<file path="src/sv/pcs_pkg.sv">
`default_nettype none

package pcs_pkg;

    localparam int unsigned LINES_DEF = 7;
    localparam int unsigned IDX_W     = 3;
    localparam int unsigned POS_W     = 3;
    localparam int unsigned CNT_W     = 16;
    localparam int unsigned ADDR_W    = 4;
    localparam int unsigned DATA_W    = 32;

    localparam logic [1:0] REG_ORDER   = 2'd0;
    localparam logic [1:0] REG_DRIVE   = 2'd1;
    localparam logic [1:0] REG_RELEASE = 2'd2;

    typedef struct packed {
        logic             order_ok;
        logic [CNT_W-1:0] drive_settle;
        logic [CNT_W-1:0] release_settle;
    } t_ctl;

    // Scan order 0, 1, ..., lines-1 packed three bits per position.
    function automatic logic [8*IDX_W-1:0] ident_order(input int unsigned lines);
        logic [8*IDX_W-1:0] res;
        res = '0;
        for (int p = 0; p < 8; p++) begin
            if (p < int'(lines)) begin
                res[p*IDX_W +: IDX_W] = IDX_W'(p);
            end
        end
        return res;
    endfunction

    // First map bit of the pairs whose lower line index is a.
    function automatic logic [7:0] pair_base(input logic [IDX_W-1:0] a,
                                             input int unsigned lines);
        logic [7:0] prod;
        prod = 8'(a) * (8'(2 * lines - 1) - 8'(a));
        return prod >> 1;
    endfunction

endpackage

`default_nettype wire

</file>
<file path="src/sv/pcs_regs.sv">
`default_nettype none

module pcs_regs #(
    parameter int unsigned LINES = pcs_pkg::LINES_DEF
) (
    input  logic                        i_clk,
    input  logic                        i_rst_n,
    input  logic                        psel,
    input  logic                        penable,
    input  logic                        pwrite,
    input  logic [pcs_pkg::ADDR_W-1:0]  paddr,
    input  logic [pcs_pkg::DATA_W-1:0]  pwdata,
    output logic [pcs_pkg::DATA_W-1:0]  prdata,
    output logic                        pready,
    output logic [pcs_pkg::IDX_W*LINES-1:0] o_order,
    output pcs_pkg::t_ctl               o_ctl
);
    import pcs_pkg::*;

    localparam int unsigned ORDER_W = IDX_W * LINES;
    localparam logic [8*IDX_W-1:0] ORDER_FULL = ident_order(LINES);
    localparam logic [ORDER_W-1:0] ORDER_RST  = ORDER_FULL[ORDER_W-1:0];

    logic [ORDER_W-1:0] r_order;
    logic [CNT_W-1:0]   r_drive;
    logic [CNT_W-1:0]   r_release;
    logic               wr_en;
    logic [1:0]         reg_sel;
    logic               order_ok;

    assign wr_en   = psel && penable && pwrite;
    assign reg_sel = paddr[3:2];
    assign pready  = 1'b1;

    always_ff @(posedge i_clk) begin
        if (!i_rst_n) begin
            r_order   <= ORDER_RST;
            r_drive   <= '0;
            r_release <= '0;
        end else if (wr_en) begin
            unique case (reg_sel)
                REG_ORDER:   r_order   <= pwdata[ORDER_W-1:0];
                REG_DRIVE:   r_drive   <= pwdata[CNT_W-1:0];
                REG_RELEASE: r_release <= pwdata[CNT_W-1:0];
                default: ;
            endcase
        end
    end

    always_comb begin
        unique case (reg_sel)
            REG_ORDER:   prdata = DATA_W'(r_order);
            REG_DRIVE:   prdata = DATA_W'(r_drive);
            REG_RELEASE: prdata = DATA_W'(r_release);
            default:     prdata = '0;
        endcase
    end

    // The order is valid when every index is in range and none repeats.
    always_comb begin
        logic [IDX_W-1:0] ip;
        logic [IDX_W-1:0] iq;
        order_ok = 1'b1;
        for (int p = 0; p < int'(LINES); p++) begin
            ip = r_order[p*IDX_W +: IDX_W];
            if (32'(ip) >= LINES) begin
                order_ok = 1'b0;
            end
            for (int q = 0; q < p; q++) begin
                iq = r_order[q*IDX_W +: IDX_W];
                if (iq == ip) begin
                    order_ok = 1'b0;
                end
            end
        end
    end

    assign o_order             = r_order;
    assign o_ctl.order_ok      = order_ok;
    assign o_ctl.drive_settle  = r_drive;
    assign o_ctl.release_settle = r_release;

endmodule

`default_nettype wire

</file>
<file path="src/sv/pcs_seq.sv">
`default_nettype none

module pcs_seq #(
    parameter int unsigned LINES = pcs_pkg::LINES_DEF
) (
    input  logic                             i_clk,
    input  logic                             i_rst_n,
    input  logic                             i_accept,
    input  logic                             i_start_req,
    input  logic [LINES-1:0]                 i_sense_levels,
    input  logic [pcs_pkg::IDX_W*LINES-1:0]  i_order,
    input  pcs_pkg::t_ctl                    i_ctl,
    output logic [LINES-1:0]                 o_drive_low,
    output logic                             o_busy,
    output logic                             o_map_valid,
    output logic [LINES*(LINES-1)/2-1:0]     o_map,
    output logic                             o_refused
);
    import pcs_pkg::*;

    localparam int unsigned MAP_W = LINES * (LINES - 1) / 2;

    localparam logic [1:0] PH_IDLE    = 2'd0;
    localparam logic [1:0] PH_DRIVE   = 2'd1;
    localparam logic [1:0] PH_RELEASE = 2'd2;

    logic [1:0]       r_phase, n_phase;
    logic [POS_W-1:0] r_pos, n_pos;
    logic [CNT_W-1:0] r_cnt, n_cnt;
    logic [MAP_W-1:0] r_acc, n_acc;
    logic [MAP_W-1:0] r_last, n_last;
    logic             valid;
    logic             refused;
    logic [MAP_W-1:0] sample_bits;
    logic [IDX_W-1:0] drv_idx;
    logic [IDX_W-1:0] out_idx;

    function automatic logic [IDX_W-1:0] line_at(input logic [POS_W-1:0] pos,
                                                 input logic [IDX_W*LINES-1:0] ord);
        logic [IDX_W-1:0] res;
        res = '0;
        for (int p = 0; p < int'(LINES); p++) begin
            if (pos == POS_W'(p)) begin
                res = ord[p*IDX_W +: IDX_W];
            end
        end
        return res;
    endfunction

    assign drv_idx = line_at(r_pos, i_order);

    // Pairs of the driven line with every later position that reads low.
    always_comb begin
        logic [IDX_W-1:0] sn;
        logic [IDX_W-1:0] lo;
        logic [IDX_W-1:0] hi;
        logic [LINES-1:0] lv;
        logic [7:0]       bit_idx;
        sample_bits = '0;
        for (int p = 0; p < int'(LINES); p++) begin
            sn = i_order[p*IDX_W +: IDX_W];
            lv = i_sense_levels >> sn;
            lo = (drv_idx < sn) ? drv_idx : sn;
            hi = (drv_idx < sn) ? sn : drv_idx;
            bit_idx = pair_base(lo, LINES) + 8'(hi) - 8'(lo) - 8'd1;
            if (POS_W'(p) > r_pos && 32'(drv_idx) < LINES && 32'(sn) < LINES
                    && sn != drv_idx && !lv[0] && 32'(bit_idx) < MAP_W) begin
                sample_bits = sample_bits | (MAP_W'(1) << bit_idx);
            end
        end
    end

    always_comb begin
        logic             adv;
        logic [POS_W-1:0] pos_inc;
        n_phase = r_phase;
        n_pos   = r_pos;
        n_cnt   = r_cnt;
        n_acc   = r_acc;
        n_last  = r_last;
        valid   = 1'b0;
        refused = 1'b0;
        adv     = 1'b0;
        pos_inc = r_pos + POS_W'(1);
        unique case (r_phase)
            PH_IDLE: begin
                if (i_start_req) begin
                    if (i_ctl.order_ok) begin
                        n_phase = PH_DRIVE;
                        n_pos   = '0;
                        n_cnt   = i_ctl.drive_settle;
                        n_acc   = '0;
                    end else begin
                        refused = 1'b1;
                    end
                end
            end
            PH_DRIVE: begin
                if (r_cnt != '0) begin
                    n_cnt = r_cnt - CNT_W'(1);
                end else begin
                    n_acc = r_acc | sample_bits;
                    if (i_ctl.release_settle == '0) begin
                        adv = 1'b1;
                    end else begin
                        n_phase = PH_RELEASE;
                        n_cnt   = i_ctl.release_settle;
                    end
                end
            end
            PH_RELEASE: begin
                if (r_cnt != '0) begin
                    n_cnt = r_cnt - CNT_W'(1);
                end
                if (r_cnt <= CNT_W'(1)) begin
                    adv = 1'b1;
                end
            end
            default: begin
                n_phase = PH_IDLE;
            end
        endcase
        if (adv) begin
            if (pos_inc >= POS_W'(LINES - 1)) begin
                n_last  = n_acc;
                n_phase = PH_IDLE;
                n_pos   = '0;
                n_cnt   = '0;
                valid   = 1'b1;
            end else begin
                n_phase = PH_DRIVE;
                n_pos   = pos_inc;
                n_cnt   = i_ctl.drive_settle;
            end
        end
    end

    always_ff @(posedge i_clk) begin
        if (!i_rst_n) begin
            r_phase <= PH_IDLE;
            r_pos   <= '0;
            r_cnt   <= '0;
            r_acc   <= '0;
            r_last  <= '0;
        end else if (i_accept) begin
            r_phase <= n_phase;
            r_pos   <= n_pos;
            r_cnt   <= n_cnt;
            r_acc   <= n_acc;
            r_last  <= n_last;
        end
    end

    assign out_idx     = line_at(n_pos, i_order);
    assign o_drive_low = (n_phase == PH_DRIVE && 32'(out_idx) < LINES)
                         ? (LINES'(1) << out_idx) : '0;
    assign o_busy      = (n_phase != PH_IDLE);
    assign o_map_valid = valid;
    assign o_map       = n_last;
    assign o_refused   = refused;

endmodule

`default_nettype wire

</file>
<file path="src/sv/pair_continuity_scanner.sv">
// A result is registered as its item is accepted and is shown in the next cycle.
// Throughput: one item per cycle unless the output stalls; the sequencer state
// and result register update at the same edge and hold while output is stalled.
// Reset (synchronous, active low) returns the scan to idle, clears both maps,
// empties the result register and loads the identity scan order.
`default_nettype none

module pair_continuity_scanner #(
    parameter int unsigned LINES = pcs_pkg::LINES_DEF
) (
    input  logic                        i_clk,
    input  logic                        i_rst_n,
    input  logic                        psel,
    input  logic                        penable,
    input  logic                        pwrite,
    input  logic [pcs_pkg::ADDR_W-1:0]  paddr,
    input  logic [pcs_pkg::DATA_W-1:0]  pwdata,
    output logic [pcs_pkg::DATA_W-1:0]  prdata,
    output logic                        pready,
    input  logic                        i_in_valid,
    output logic                        o_in_ready,
    input  logic                        i_start_req,
    input  logic [LINES-1:0]            i_sense_levels,
    output logic                        o_out_valid,
    input  logic                        i_out_ready,
    output logic [LINES-1:0]            o_drive_low,
    output logic                        o_busy_res,
    output logic                        o_map_valid,
    output logic [LINES*(LINES-1)/2-1:0] o_continuity_map,
    output logic                        o_order_invalid
);
    import pcs_pkg::*;

    localparam int unsigned MAP_W = LINES * (LINES - 1) / 2;

    logic [IDX_W*LINES-1:0] order;
    t_ctl                   ctl;
    logic                   accept;
    logic [LINES-1:0]       seq_drive;
    logic                   seq_busy;
    logic                   seq_valid;
    logic [MAP_W-1:0]       seq_map;
    logic                   seq_refused;

    logic                   r_out_valid;
    logic [LINES-1:0]       r_drive;
    logic                   r_busy;
    logic                   r_map_valid;
    logic [MAP_W-1:0]       r_map;
    logic                   r_refused;

    assign o_in_ready = !r_out_valid || i_out_ready;
    assign accept     = i_in_valid && o_in_ready;

    pcs_regs #(.LINES(LINES)) u_regs (
        .i_clk   (i_clk),
        .i_rst_n (i_rst_n),
        .psel    (psel),
        .penable (penable),
        .pwrite  (pwrite),
        .paddr   (paddr),
        .pwdata  (pwdata),
        .prdata  (prdata),
        .pready  (pready),
        .o_order (order),
        .o_ctl   (ctl)
    );

    pcs_seq #(.LINES(LINES)) u_seq (
        .i_clk          (i_clk),
        .i_rst_n        (i_rst_n),
        .i_accept       (accept),
        .i_start_req    (i_start_req),
        .i_sense_levels (i_sense_levels),
        .i_order        (order),
        .i_ctl          (ctl),
        .o_drive_low    (seq_drive),
        .o_busy         (seq_busy),
        .o_map_valid    (seq_valid),
        .o_map          (seq_map),
        .o_refused      (seq_refused)
    );

    always_ff @(posedge i_clk) begin
        if (!i_rst_n) begin
            r_out_valid <= 1'b0;
        end else if (o_in_ready) begin
            r_out_valid <= i_in_valid;
        end
    end

    always_ff @(posedge i_clk) begin
        if (accept) begin
            r_drive     <= seq_drive;
            r_busy      <= seq_busy;
            r_map_valid <= seq_valid;
            r_map       <= seq_map;
            r_refused   <= seq_refused;
        end
    end

    assign o_out_valid      = r_out_valid;
    assign o_drive_low      = r_drive;
    assign o_busy_res       = r_busy;
    assign o_map_valid      = r_map_valid;
    assign o_continuity_map = r_map;
    assign o_order_invalid  = r_refused;

endmodule

`default_nettype wire

</file>
<file path="config.mk">
export PLATFORM = sky130hd
export DESIGN_NAME = pair_continuity_scanner
export DESIGN_NICKNAME = d
export VERILOG_FILES = /design/src/sv/pcs_pkg.sv /design/src/sv/pcs_regs.sv /design/src/sv/pcs_seq.sv /design/src/sv/pair_continuity_scanner.sv
export SDC_FILE = /design/constraint.sdc
export NUM_CORES = 1
export LEC_CHECK = 0
export BUFFER_PORTS_ARGS = -buffer_cell sky130_fd_sc_hd__clkbuf_2
export CAP_MARGIN = 25
export CORE_MARGIN = 2
export CORE_UTILIZATION = 45
export DETAILED_ROUTE_END_ITERATION = 12
export RECOVER_POWER = 100
export REMOVE_ABC_BUFFERS = 1
export SETUP_SLACK_MARGIN = 0.05
export SLEW_MARGIN = 0
export SYNTH_ARGS = -nofsm -noshare
export SYNTH_HDL_FRONTEND = slang
export SYNTH_SLANG_ARGS = --single-unit
</file>
<file path="constraint.sdc">
create_clock -name i_clk -period 17.4 [get_ports i_clk]
set_clock_uncertainty 0.15 [all_clocks]
set_input_delay 1.74 -clock i_clk [delete_from_list [all_inputs] [get_ports i_clk]]
set_output_delay 1.74 -clock i_clk [all_outputs]
set_load 0.005 [all_outputs]
</file>
==> flow_summary.yaml, run 1 <==
clocking:
  clockRootBuffer: "clkbuf_16"
  cts.repair.resized: 0
  clk_latency_ps: 440
  cts_buffers: 17
  post_cts_buffers: 0
  cts_buffer_depth: 2
  cts_tree: "done"
  htreeDepth: 4
  path_clk_slew_ps: 60
  postCtsHoldBufs: 0
  clkSinkCount: 148
worst_setup_path:
  crit_type: "flip-flop to flip-flop"
  arrival_ps: 10820
  reg2regPathDepth: 30
  cpPeakStageDelay_ps: 990
  slowest_stage: "a2111oi_0"
  timing.rr.start: "u_seq.r_pos[1]"
  crit_path_start_kind: "flip-flop"
  cp-end-kind: "flip-flop"
  worstReg2RegEnd: "o_continuity_map[11]"
  path_max_fanout: 20
  reg2reg_setup_slack_ps: 6570
  cp.required_ps: 17390
min_path:
  hold_path_end: "u_seq.r_acc[10]"
  whs_path_depth: 2
  hold_start: "u_seq.r_acc[10]"
  hp-class: "flip-flop to flip-flop"
placement:
  placed_cell_area_sq_um: 15800
  hpwlAfterDp_um: 39500
  io_buffers: 91
  pre_cts_ws_ps: 7360
  gp_congestion: 0.994
  place_inst: 2393
synth:
  synth_area_sq_um: 15000
  synth_top_area_cell: "dfxtp_1"
  synth-edff-count: 31
  syn_avg_cell_area_sq_um: 7.74
  synth_warnings: 0
  synth_cell_types: 92
  yosys_register_bits: 148
  async_flop_share: 0
  synth-main-ff-cell: "dfxtp_1"
  yosys-top-cells-area: "dfxtp_1 16%, ha_1 11%, edfxtp_1 6.2%, nand2_1 5.8%, a21oi_1 5.0%"
  yosysSeqAreaShare: 0.218
  synth_top_area_share: 0.156
  synth_cells: 1939
floorplanning:
  num_rows: 66
  boundaryPins: 117
  initial_core_util: 0.459
  coreArea_sq_um: 32700
  fp.dieH_um: 187
  die_w_um: 187
  dieArea_sq_um: 34800
timing:
  grt_setup_unrepaired: "false"
  setup_viol: 0
  maxSlewViolCount: 116
  setup_ws_ps: 6570
  holdWs_ps: 305
  min_period_ps: 10830
  fmax_ghz: 0.0924
  tightestPinTransition_ps: 3580
  finalHoldViolCount: 0
  max_slew_margin: -1.38
  tns_ps: 0
  min_period_over_period: 0.622
route:
  dr_total_vias: 14500
  routed_via_density: 6.00
  routedWlPerCell_um: 21.6
  dr.pass1.iters: 5
  detail-route-antenna-nets: 0
  drt_wl_total_um: 52300
  drc: 0
  drtIter0Drc: 1245
cells_and_area:
  diodes: 0
  final_area_sq_um: 16300
  instances_no_fill: 2425
  layout-drive-gt1-share: 0.0888
  fin_util: 0.498
  synthToLayoutAreaGrowth_pct: 8.49
  final_net_count: 2186
status:
  outcome: "finished with violations"
  violations: "capacitance limit, slew limit"
job:
  maxCapViolCount: 3
power:
  p_total_mw: 1.91
  peakVddDrop_uv: 71.5
  powerDensity_nw_per_um2: 117
  power.leakage_nw: 6.48
grt:
  grt_pass1_vias: 13700
  antenna_found_initial: 0
  grt_max_degree: 73
  grt.total_usage: 0.296
  gr-total-overflow: 0
  grt_pass1_wl_um: 81300
## kinds of logic (layout without fill, tap and decap cells)
family,count (synthesis),after routing,synth area share
xor gates and xnor gates,110,110,0.0642
adders and majority gates,165,165,0.155
DFF,148,148,0.218
muxes,52,52,0.0408
AOI/OAI and AO/OA,511,511,0.218
other,2,12,0.000500
buffers and inverters,245,279,0.0685
and+or+nand+nor,706,706,0.235
## registers in the layout, summed over array words and instances, names as in the netlist, 2 cells and up
signal	flops
o_continuity_map	21
o_drive_low	7
u_regs.o_order	21
u_regs.r_drive	16
u_regs.r_release	16
u_seq.r_acc	21
u_seq.r_cnt	16
u_seq.r_last	21
u_seq.r_phase	2
u_seq.r_pos	3
## cell usage after synthesis (16+ instances only)
cell type  number
o21ai_0       108
a21o_1         23
nor2_1        136
nand2_1       231
o211ai_1       24
clkbuf_1       78
dfxtp_1       117
a211oi_1       33
a31oi_1        22
xnor2_1        60
o21ai_1        23
a22oi_1        25
xor2_1         50
nor2b_1        24
nand2b_1       17
fa_1           35
a21oi_1       149
a32oi_1        16
inv_1         114
nand4_1        18
nor3_1         67
mux2i_1        41
edfxtp_1       31
nor4_1         22
and3_1         42
nand3_1        51
buf_2          27
ha_1          130
## critical path, delay by kind of cell, from the launching register on
kind / cells / cell delay [ps]
flops: 1 / 850
buf+inv: 3 / 1250
xor+xnor: 1 / 90
simple gates: 6 / 1380
compound gates: 13 / 4080
fa+ha+maj: 7 / 2710
## routing by layer
metal	GRT usage	part of all wire
met5	0	0
met2	0.476	0.46
met3	0.0421	0.067
met1	0.404	0.44
met4	0.107	0.034
## final cells by class
type                    count  area [sq um]
flip-flops and latches    148          3270
repair buffers            131           708
inverters                 116           435
well taps                 442           553
multi-input cells        1556         10700
clock inverters            12           156
fillers                  3322         16400
clock buffers              20           437
## report_power, final
part,total (mW),internal (mW),switching (mW)
logic,1.16,0.376,0.782
clock network,0.376,0.225,0.151
registers,0.375,0.363,0.0125
## how the worst max path moves through the flow
stage	start	endpoint	slack, ps	cells past startpoint
2_1_floorplan	u_seq.r_pos[0]	o_continuity_map[10]	8660	29
3_3_place_gp	u_seq.r_pos[1]	o_continuity_map[7]	7470	29
3_5_place_dp	u_seq.r_pos[1]	o_continuity_map[7]	7360	29
4_1_cts	u_seq.r_pos[1]	o_continuity_map[7]	7290	29
5_1_grt	u_seq.r_pos[1]	o_continuity_map[11]	5870	30
6_report	u_seq.r_pos[1]	o_continuity_map[11]	6570	30
## layout by cell type (no fill, tap or decap), types with 6 or more instances in the layout
cell,instances
nand2b_1,17
buf_4,31
or3_1,14
a22oi_1,25
a31oi_1,22
or2_2,15
clkbuf_2,64
a32oi_1,16
mux2i_1,41
dfxtp_1,117
clkinvlp_4,6
or4_1,7
nor4_1,25
nor2b_1,24
nand3_1,51
inv_1,114
a211oi_1,33
and3_1,42
nor3_1,67
clkbuf_16,17
and2_1,15
edfxtp_1,31
o21a_1,8
o21ai_0,118
nor2_1,135
fa_1,35
conb_1,12
o21ai_1,13
o221ai_1,8
nand2_1,231
nor3b_1,7
clkbuf_1,34
mux4_2,7
a21o_1,23
nand4_1,18
o211ai_1,24
xor2_1,50
a21oi_1,148
xnor2_1,60
ha_1,130
Power figures use the tool's default switching activity.
==> run 2: changes to the inputs <==
Clock period 17.4 ns to 10.5 ns, I/O delays scaled along.
==> run 2 against run 1 <==
Net effect: the flow still finishes with violations (capacitance limit, slew limit); total power increased by 67%; critical path depth increased by 2; setup slack got worse by 5700 ps; combinational power increased by 69%; highest routed layer unchanged; die area unchanged; clock power increased by 65%; non-clock buffer count increased by 21; critical endpoint is now o_continuity_map[10]; cell count increased by 0.87%; core utilization increased by 0.37 points; flip-flop and latch count unchanged; largest cell class unchanged.
==> flow_summary.yaml, run 2 (synthesis gave the netlist of run 1 again) <==
status:
  outcome: "finished with violations"
  violations: "capacitance limit, slew limit"
cells_and_area:
  instances_no_fill: 2446
  layout-drive-gt1-share: 0.0943
  final_net_count: 2207
  diodes: 0
  final_cell_mix: "231 x nand2_1, 148 x a21oi_1, 135 x nor2_1, 130 x ha_1, 117 x dfxtp_1"
  layout_commonest_cell: "nand2_1"
  synthToLayoutAreaGrowth_pct: 9.29
  fin_util: 0.502
  final_area_sq_um: 16400
power:
  switching_share: 0.496
  seq_power_share: 0.194
  p_sw_mw: 1.58
  peakVddDrop_uv: 123
  p_total_mw: 3.19
  p_clk_frac: 0.194
  combPwrFrac: 0.612
  power.leakage_nw: 6.55
  internal_power_mw: 1.61
  powerDensity_nw_per_um2: 195
clocking:
  htreeDepth: 4
  clk_latency_ps: 440
  cts_buffer_depth: 2
  cts.repair.resized: 0
  clkSinkCount: 148
  postCtsHoldBufs: 0
  cts_tree: "done"
  cts_buffers: 17
  path_clk_slew_ps: 60
  clockRootBuffer: "clkbuf_16"
  post_cts_buffers: 0
worst_setup_path:
  worstReg2RegEnd: "o_continuity_map[10]"
  path_max_fanout: 19
  arrival_ps: 9740
  cpPeakStageDelay_ps: 540
  timing.rr.start: "u_seq.r_pos[1]"
  crit_start: "u_seq.r_pos[1]"
  cp-end-kind: "flip-flop"
  crit_path_end: "o_continuity_map[10]"
  reg2regPathDepth: 32
  cp.required_ps: 10610
  path_common_cell: "ha_1"
  slowest_stage: "fa_1"
  crit_path_start_kind: "flip-flop"
  crit_type: "flip-flop to flip-flop"
  reg2reg_setup_slack_ps: 870
floorplanning:
  die_w_um: 187
  coreArea_sq_um: 32700
  dieArea_sq_um: 34800
  initial_core_util: 0.459
  num_rows: 66
  boundaryPins: 117
  fp.dieH_um: 187
grt:
  grt.total_usage: 0.293
  grt_max_degree: 71
  antenna_found_initial: 0
  gr-total-overflow: 0
  grt_pass1_wl_um: 80700
  grt_pass1_vias: 14100
route:
  drc: 0
  detail-route-antenna-nets: 0
  drt_wl_total_um: 52400
  routedWlPerCell_um: 21.4
  dr_total_vias: 14900
  drtIter0Drc: 1445
  routed_via_density: 6.10
  dr.pass1.iters: 7
timing:
  tightestPinTransition_ps: 3440
  min_period_ps: 9630
  tns_ps: 0
  max_slew_margin: -1.30
  grt_setup_unrepaired: "false"
  finalHoldViolCount: 0
  fmax_ghz: 0.104
  maxSlewViolCount: 154
  holdWs_ps: 307
  min_period_over_period: 0.917
  setup_ws_ps: 875
  setup_viol: 0
min_path:
  hp-class: "flip-flop to flip-flop"
placement:
  io_buffers: 91
  pre_cts_ws_ps: 1440
  placed_cell_area_sq_um: 16000
  place_inst: 2414
  hpwlAfterDp_um: 39500
  gp_congestion: 0.981
job:
  maxCapViolCount: 4
run 2: changes by cell type in the layout (fill, tap and decap cells not counted), sizes merged:
cell | before | now
clkinv | 3 | 8
inv | 116 | 117
buf | 36 | 47
clkbuf | 115 | 123
clkinvlp | 6 | 2
run 2: power groups by stage:
| stage | Clock (mW) | Combinational, mW | Sequential [mW] |
|---|---|---|---|
| after floorplan | 0 | 1.30 | 0.633 |
| after global placement | 0 | 1.90 | 0.630 |
| after detailed placement | 0 | 1.91 | 0.631 |
| after CTS | 0.622 | 1.92 | 0.618 |
| after global routing | 0.653 | 2.12 | 0.621 |
| final | 0.620 | 1.96 | 0.619 |
run 2: worst min-delay path by stage:
stage,from,endpoint,slack (ps),depth (start not counted)
floorplan,u_seq.r_acc[16],u_seq.r_acc[16],280,1
global placement,u_seq.r_acc[16],u_seq.r_acc[16],290,1
detailed placement,u_seq.r_acc[16],u_seq.r_acc[16],300,1
CTS,u_seq.r_acc[10],u_seq.r_acc[10],310,2
global route,u_seq.r_last[5],u_seq.r_last[5],330,2
finish,u_seq.r_acc[10],u_seq.r_acc[10],310,2
run 2: layout make-up:
| cell class | instances | area [sq um] |
|---|---|---|
| inverter | 116 | 435 |
| timing repair buffer | 152 | 818 |
| clock inverter | 14 | 161 |
| tap | 442 | 553 |
| fill | 3318 | 16300 |
| clock buffer | 18 | 429 |
| multi-input combinational | 1556 | 10700 |
| sequential | 148 | 3270 |
run 2: layer usage:
layer  wire [um]  global-route usage  vias up  part of all wire
met5           0                   0        -                 0
met4        1910               0.111        0             0.036
met3        3900              0.0483      106             0.074
met2       23700               0.470      666              0.45
met1       22900               0.395     7154              0.44
li1            -                   -     7001                 -
run 2: critical path: cells and delay by family, from the launching register on:
family / cells / cell delay, ps
AOI/OAI and AO/OA: 13 / 2650
xor gates and xnor gates: 2 / 530
adders and majority gates: 7 / 2750
buffers and inverters: 5 / 1660
DFF: 1 / 330
and+or+nand+nor: 5 / 1390
==> run 3: changes to the inputs <==
Settings changed: CORE_UTILIZATION 45 to 29.
==> run 3 against run 2 <==
Net effect: the flow still finishes with violations (capacitance limit, slew limit); cell count grew 11%; total power grew 0.46%; clock-buffer cell count shrank 1; worst hold slack gained 13 ps; die area grew 54%; highest routed layer unchanged; first-iteration DRC count shrank 14%; critical path depth shrank 2; flip-flop and latch count is the same; largest cell class unchanged; routed wire length grew 2.0%; sequential power is essentially flat; fmax grew 1.3%.
==> flow_summary.yaml, run 3 (synthesis gave the netlist of run 1 again) <==
floorplanning:
  dieArea_sq_um: 53600
  fp.dieH_um: 232
  initial_core_util: 0.293
  coreArea_sq_um: 51200
  num_rows: 83
  die_w_um: 232
  boundaryPins: 117
clocking:
  path_clk_slew_ps: 60
  cts_tree: "done"
  clockRootBuffer: "clkbuf_16"
  cts.repair.resized: 0
  cts_buffers: 17
  clk_latency_ps: 440
  post_cts_buffers: 0
  clkSinkCount: 148
  postCtsHoldBufs: 0
  htreeDepth: 4
  cts_buffer_depth: 2
timing:
  setup_viol: 0
  tns_ps: 0
  fmax_ghz: 0.105
  max_slew_margin: -1.34
  min_period_over_period: 0.905
  maxSlewViolCount: 100
  finalHoldViolCount: 0
  tightestPinTransition_ps: 3500
  grt_setup_unrepaired: "false"
  min_period_ps: 9500
  holdWs_ps: 319
grt:
  grt_max_degree: 72
  gr-total-overflow: 0
  grt_pass1_vias: 13900
  antenna_found_initial: 1
  grt.total_usage: 0.196
  grt_pass1_wl_um: 81800
worst_setup_path:
  crit_path_start_kind: "flip-flop"
  arrival_ps: 9600
  cp.required_ps: 10590
  cpPeakStageDelay_ps: 810
  path_common_cell: "ha_1"
  crit_type: "flip-flop to flip-flop"
  path_max_fanout: 21
  worst-path-buf-inv: 5
  slowest_stage: "dfxtp_1"
  cp-end-kind: "flip-flop"
  crit_family: "compound AO/OA/AOI/OAI gates"
cells_and_area:
  layout-drive-gt1-share: 0.100
  final_cell_mix: "231 x nand2_1, 148 x a21oi_1, 136 x nor2_1, 130 x ha_1, 117 x dfxtp_1"
  instances_no_fill: 2703
  layout_commonest_cell: "nand2_1"
  synthToLayoutAreaGrowth_pct: 12.1
  final_net_count: 2225
placement:
  hpwlAfterDp_um: 41400
  gp_congestion: 0.946
  io_buffers: 91
  place_inst: 2668
power:
  powerDensity_nw_per_um2: 191
  peakVddDrop_uv: 101
  power.leakage_nw: 6.62
  p_total_mw: 3.21
status:
  outcome: "finished with violations"
  violations: "capacitance limit, slew limit"
route:
  detail-route-antenna-nets: 0
  dr.pass1.iters: 6
  dr_total_vias: 14800
  drt_wl_total_um: 53500
  drc: 0
  routedWlPerCell_um: 19.8
  routed_via_density: 5.47
  drtIter0Drc: 1247
job:
  maxCapViolCount: 2
min_path:
  hp-class: "flip-flop to flip-flop"
-- run 3: cell count changes in the layout (fill, tap and decap cells not counted), sizes merged --
| cell | before | now |
|---|---|---|
| inv | 117 | 122 |
| buf | 47 | 62 |
| bufinv | 3 | 1 |
| clkbuf | 123 | 125 |
| diode | 0 | 1 |
| clkinv | 8 | 6 |
-- run 3: per-layer routing --
| metal | track usage | vias to the layer above | share of wire | wire, um |
|---|---|---|---|---|
| li1 | - | 7032 | - | - |
| met1 | 0.260 | 7118 | 0.44 | 23500 |
| met2 | 0.318 | 534 | 0.46 | 24600 |
| met3 | 0.0313 | 90 | 0.066 | 3540 |
| met4 | 0.0745 | 0 | 0.035 | 1890 |
| met5 | 0 | - | 0 | 0 |
-- run 3: power by group --
part / switching (mW) / internal, mW
Sequential: 0.0188 / 0.601
Clock: 0.277 / 0.337
Combinational: 1.31 / 0.669
-- run 3: worst register-to-register path: cells and delay by family, from the launching register on --
| family | cells | cell delay [ps] |
|---|---|---|
| buffers and inverters | 5 | 1610 |
| XOR/XNOR | 2 | 420 |
| AO/OA/AOI/OAI | 11 | 2410 |
| flip-flops | 1 | 810 |
| adder cells (fa/ha/maj) | 6 | 2130 |
| AND/OR/NAND/NOR | 6 | 1800 |
-- run 3: final timing paths --
| path | slack [ps] | from | endpoint | cells after the start |
|---|---|---|---|---|
| setup / recovery | 1000 | u_seq.r_pos[2] | o_continuity_map[14] | 30 |
| hold reg to reg | 320 | u_seq.r_acc[7] | u_seq.r_acc[7] | 2 |
| setup reg to reg | 1000 | u_seq.r_pos[2] | o_continuity_map[14] | 30 |
| hold / removal | 320 | u_seq.r_acc[7] | u_seq.r_acc[7] | 2 |
-- run 3: stage by stage --
step | utilization | area [sq um] | worst slack, ps
6_report | 0.329 | 16800 | 998
2_1_floorplan | - | 14500 | 1760
5_1_grt | 0.329 | 16800 | 311
4_1_cts | 0.331 | 17000 | 1340
3_3_place_gp | 0.319 | 16400 | 1450
3_5_place_dp | 0.320 | 16400 | 1360
-- run 3: cell type report --
| class | count | area, sq um |
|---|---|---|
| clock buffer | 17 | 425 |
| multi-input combinational | 1556 | 10700 |
| clock inverter | 15 | 168 |
| sequential | 148 | 3270 |
| antenna | 1 | 2.50 |
| fill | 5448 | 34400 |
| timing repair buffer | 170 | 943 |
| inverter | 116 | 435 |
| tap | 680 | 851 |
